[config.mk]
export PLATFORM = sky130hd
export DESIGN_NAME = bb3_ctrl
export DESIGN_NICKNAME = d
export VERILOG_FILES = /design/src/box_blur_3x3_edge_normalized_macros.svh /design/src/bb3_pkg.sv /design/src/bb3_ctrl.sv
export SDC_FILE = /design/constraint.sdc
export NUM_CORES = 1
export LEC_CHECK = 0
export BUFFER_PORTS_ARGS = -buffer_cell sky130_fd_sc_hd__buf_4
export CAP_MARGIN = 5
export CORE_AREA = 5 5 42 44
export DETAILED_ROUTE_END_ITERATION = 8
export DIE_AREA = 0 0 47 49
export GPL_ROUTABILITY_DRIVEN = 1
export PLACE_DENSITY_LB_ADDON = 0.2
export RECOVER_POWER = 25
export SYNTH_ARGS = -nofsm -noshare
export SYNTH_HDL_FRONTEND = slang
export SYNTH_SLANG_ARGS = --single-unit
[constraint.sdc]
create_clock -name clk -period 1.15 [get_ports clk]
set_input_delay 0.115 -clock clk [delete_from_list [all_inputs] [get_ports clk]]
set_output_delay 0.115 -clock clk [all_outputs]
set_load 0.02 [all_outputs]
[src/box_blur_3x3_edge_normalized_macros.svh]
`ifndef BOX_BLUR_3X3_EDGE_NORMALIZED_MACROS_SVH
`define BOX_BLUR_3X3_EDGE_NORMALIZED_MACROS_SVH

// same-cycle implication, clocked on clk, off during rst
`define BB3_ASSERT_NOW(label, ante, cons, msg) \
  label: assert property (@(posedge clk) disable iff (rst) (ante) |-> (cons)) else $error(msg);

// next-cycle implication, clocked on clk, off during rst
`define BB3_ASSERT_NEXT(label, ante, cons, msg) \
  label: assert property (@(posedge clk) disable iff (rst) (ante) |=> (cons)) else $error(msg);

`endif

[src/bb3_pkg.sv]
`default_nettype none
package bb3_pkg;

  localparam int DEF_MAX_WIDTH  = 1024;
  localparam int DEF_MAX_HEIGHT = 4096;
  localparam int DEF_CHANNELS   = 3;

  localparam int PIX_W      = 8;
  localparam int FW_W       = 11;
  localparam int FH_W       = 13;
  localparam int CFG_IDX_W  = 2;
  localparam int CFG_DATA_W = 13;
  localparam int SUM_W      = 12;
  localparam int CNT_W      = 4;
  localparam int RECIP_SHIFT = 18;
  localparam int RECIP_W    = 19;
  localparam int PROD_W     = SUM_W + RECIP_W;

  localparam logic [CFG_IDX_W-1:0] REG_FRAME_WIDTH  = 2'd0;
  localparam logic [CFG_IDX_W-1:0] REG_FRAME_HEIGHT = 2'd1;

  localparam logic CMD_PIXEL = 1'b0;
  localparam logic CMD_FLUSH = 1'b1;

  localparam logic [FW_W-1:0] RESET_FRAME_WIDTH  = 11'd1024;
  localparam logic [FH_W-1:0] RESET_FRAME_HEIGHT = 13'd1024;

  typedef enum logic [4:0] {
    ST_IDLE  = 5'b00001,
    ST_TAP   = 5'b00010,
    ST_DRAIN = 5'b00100,
    ST_MUL   = 5'b01000,
    ST_LOAD  = 5'b10000
  } state_t;

  typedef struct packed {
    logic accept;
    logic tap;
    logic mul;
    logic load;
  } ctrl_cmd_t;

  typedef struct packed {
    logic has_out;
    logic tap_last;
    logic out_free;
  } dp_status_t;

  // ceil(2^18 / n), exact truncating divide for sums up to 9 * 255
  function automatic logic [RECIP_W-1:0] recip(input logic [CNT_W-1:0] n);
    logic [RECIP_W-1:0] r;
    unique case (n)
      4'd1:    r = 19'd262144;
      4'd2:    r = 19'd131072;
      4'd3:    r = 19'd87382;
      4'd4:    r = 19'd65536;
      4'd5:    r = 19'd52429;
      4'd6:    r = 19'd43691;
      4'd7:    r = 19'd37450;
      4'd8:    r = 19'd32768;
      4'd9:    r = 19'd29128;
      default: r = '0;
    endcase
    return r;
  endfunction

endpackage
`default_nettype wire

[src/bb3_ctrl.sv]
`default_nettype none
module bb3_ctrl
  import bb3_pkg::*;
(
  input  wire logic       clk,
  input  wire logic       rst,
  input  wire logic       in_valid,
  output logic            in_ready,
  input  wire dp_status_t sts,
  output ctrl_cmd_t       cmd
);

  state_t state, state_next;

  always_ff @(posedge clk) begin
    if (rst) begin
      state <= ST_IDLE;
    end else begin
      state <= state_next;
    end
  end

  always_comb begin
    state_next = state;
    unique case (state)
      ST_IDLE: begin
        if (in_valid && sts.has_out) state_next = ST_TAP;
      end
      ST_TAP: begin
        if (sts.tap_last) state_next = ST_DRAIN;
      end
      ST_DRAIN: state_next = ST_MUL;
      ST_MUL:   state_next = ST_LOAD;
      ST_LOAD: begin
        if (sts.out_free) state_next = ST_IDLE;
      end
      default:  state_next = ST_IDLE;
    endcase
  end

  assign in_ready   = (state == ST_IDLE);
  assign cmd.accept = (state == ST_IDLE) && in_valid;
  assign cmd.tap    = (state == ST_TAP);
  assign cmd.mul    = (state == ST_MUL);
  assign cmd.load   = (state == ST_LOAD) && sts.out_free;

endmodule
`default_nettype wire

==> run metrics <==
Slew Limit Headroom=88.3%; crit path max fanout=3; PD cells=1050 nW/µm²; Tot GR Track Use=9.98%; Post-Syn Area=310 µm²; clk_lat worst skew=240 ps; slack of the critical path=-131 ps; final count of negative-setup-slack endpoints=5; largest reg by FF count=state; # IOs=11; Vias=349; area grow syn2layout=71.4%; Critical-path top delay cell=dfxtp_2; core area=1400 µm²; drt first-iter violations=0; Post-Syn Nets=43; Post-Layout Cell Count=71; Register-to-Register Path Depth=4; Root Driver=clkbuf_4; VDD IR max=0.361 mV; vias per cell=4.92; share of Yosys cell area claimed by the top area cell type=32.3%; # diodes=0; die width=47 µm; outcome=finished with violations; initial antenna violation count=0; yosys warns=0; GPL Wtd Cong=0.816; CP Cell Sequence=nor2_4 > and4_4 > and2_4 > buf_6; CP Buf/Inv Count=1; total gr overflow=0; failing checks=setup timing; Crit Path Class=flip-flop to output pin; most frequent cells in the layout=9 x buf_4, 7 x buf_6, 4 x dfxtp_2; Required @ worst endpoint=1030 ps; period utilization=111%; Hold-fix buffers, CTS=0; CTS tree=built; Fin. Hold Viols=0; FF-to-FF setup slack=80 ps; Remaining DRCs=0; DIE HEIGHT=49 µm; worst r2r src=state[1]$_SDFFE_PP0P_; most common cell after layout, fill and taps aside=buf_4; Slew Limit Fails=0; Worst-path clk slew=40 ps; minimum clock period=1280 ps; H-tree levels=1; CP arrival=1170 ps; Final Skew=2.54 ps; post-synth top area cell=dfxtp_1; fmax=781 MHz; CP Depth=4; die area=2300 µm²; Routed WL=899 µm; vias in the first global route=410; DPL Wire Length=663 µm; final core utilization=37.9%; largest stage delay on the critical path=330 ps; fraction of final layout cells sized beyond drive strength 1=67.3%; largest net degree at the start of global routing=7; Max clock buf depth=2; synthesized area per cell=8.39 µm²; worst r2r dst=state[0]$_SDFFE_PP1P_; CP Launch Type=flip-flop; port bufs=10; worst setup path start=state[3]$_SDFFE_PP0P_; RSZ-0062 raised after global routing=true; Num CTS Buffers=3; largest cells by area after synthesis=dfxtp_1 32%, o21ai_0 6.5%, nor3_1 4.8%; sequential area share after synthesis=32.3%; crit path capture=cmd[3]; first-pass GRT wire length=1.65 mm; Avg WL per Cell=12.7 µm; Crit. End Element=output pin; family with the most delay on the worst path=simple AND/OR/NAND/NOR gates; Netlist cell types=25; worst hold path type=input port to flip-flop; nets@finish=62; Initial Util=22.1%; top flop regs=state x5; leak pwr=0.000219 µW; Cells after Synth=37; Sink Count=5; placed cells=66; max reg flops=5; total of max-cap violations=0; row cnt=14; Worst-Margin Slew=175 ps; register bit total from synthesis=5; Hold Slack=57.0 ps; DR pass1 iterations=1; Routed Antenna Nets=0
==> cells by family after synthesis <==
family / count (synthesis) / synth area share [%]
and+or+nand+nor: 18 / 39.9
xor gates and xnor gates: 1 / 2.82
DFF: 5 / 32.3
AOI/OAI and AO/OA: 9 / 18.5
buffers and inverters: 4 / 6.45
==> worst min path at each step <==
| stage | slack (ps) | from | cells past startpoint | end |
|---|---|---|---|---|
| after floorplan | 190 | rst | 1 | state[1]$_SDFFE_PP0P_ |
| after global placement | 310 | rst | 2 | state[1]$_SDFFE_PP0P_ |
| after detailed placement | 310 | rst | 2 | state[1]$_SDFFE_PP0P_ |
| after CTS | 50 | rst | 2 | state[1]$_SDFFE_PP0P_ |
| after global routing | 70 | rst | 2 | state[1]$_SDFFE_PP0P_ |
| final | 60 | rst | 2 | state[1]$_SDFFE_PP0P_ |
==> per-stage QoR <==
| stage | cell area, µm² | power [µW] | setup TNS [ps] | setup WS, ps |
|---|---|---|---|---|
| floorplan | 310 | 265 | 0 | 11.7 |
| global placement | 430 | 324 | 0 | 45.3 |
| detailed placement | 430 | 320 | 0 | 41.1 |
| CTS | 522 | 562 | -486 | -136 |
| global route | 532 | 593 | -718 | -184 |
| finish | 532 | 560 | -457 | -131 |
==> synth_stat cells <==
library cell  n
dfxtp_1       5
buf_2         1
nor2b_1       1
or3_1         1
nor3_1        3
o211ai_1      1
nand4_1       1
nor2_1        2
xor2_1        1
a21bo_1       1
and3_1        1
and3_2        2
buf_4         1
nand2_1       1
a21oi_1       1
and4_2        1
inv_1         2
nor2_2        1
nand3b_1      1
o21ai_0       4
nor4b_2       1
and4_4        1
a31oi_1       1
a21oi_2       1
and2_2        1
==> where the power goes <==
part | internal (µW) | switching (µW)
logic | 93.0 | 70.3
registers | 182 | 13.1
clock network | 131 | 71.1
total | 406 | 155
==> what timing repair did <==
action,CTS,global route
pin swaps,5,0
hold endpoints to repair,0,0
setup buffers,1,0
resized for setup,21,3
endpoints found under the setup margin,5,7
==> cell type report <==
| type | instances | area [µm²] |
|---|---|---|
| Tap cell | 16 | 20.0 |
| Inverter | 2 | 7.51 |
| Fill cell | 159 | 870 |
| Clock buffer | 4 | 26.3 |
| Timing Repair Buffer | 16 | 146 |
| Multi-Input combinational cell | 28 | 223 |
| Sequential cell | 5 | 109 |
==> worst register-to-register path, stage by stage (launching register included) <==
cell,delay [ps]
dfxtp_2,330
buf_4,140
o21ai_0,150
nand4_1,150
a21bo_1,190
==> metal layers <==
metal  vias to the layer above  part of all wire, %  global-route usage, %  wire [µm]
met3                         2                  2.9                   1.48         26
met2                         7                   54                   16.7        482
li1                        171                    -                      -          -
met5                         -                    0                      0          0
met4                         0                  2.2                   8.29         20
met1                       169                   41                   10.0        370
No activity file was read; power rests on OpenSTA's default activity.
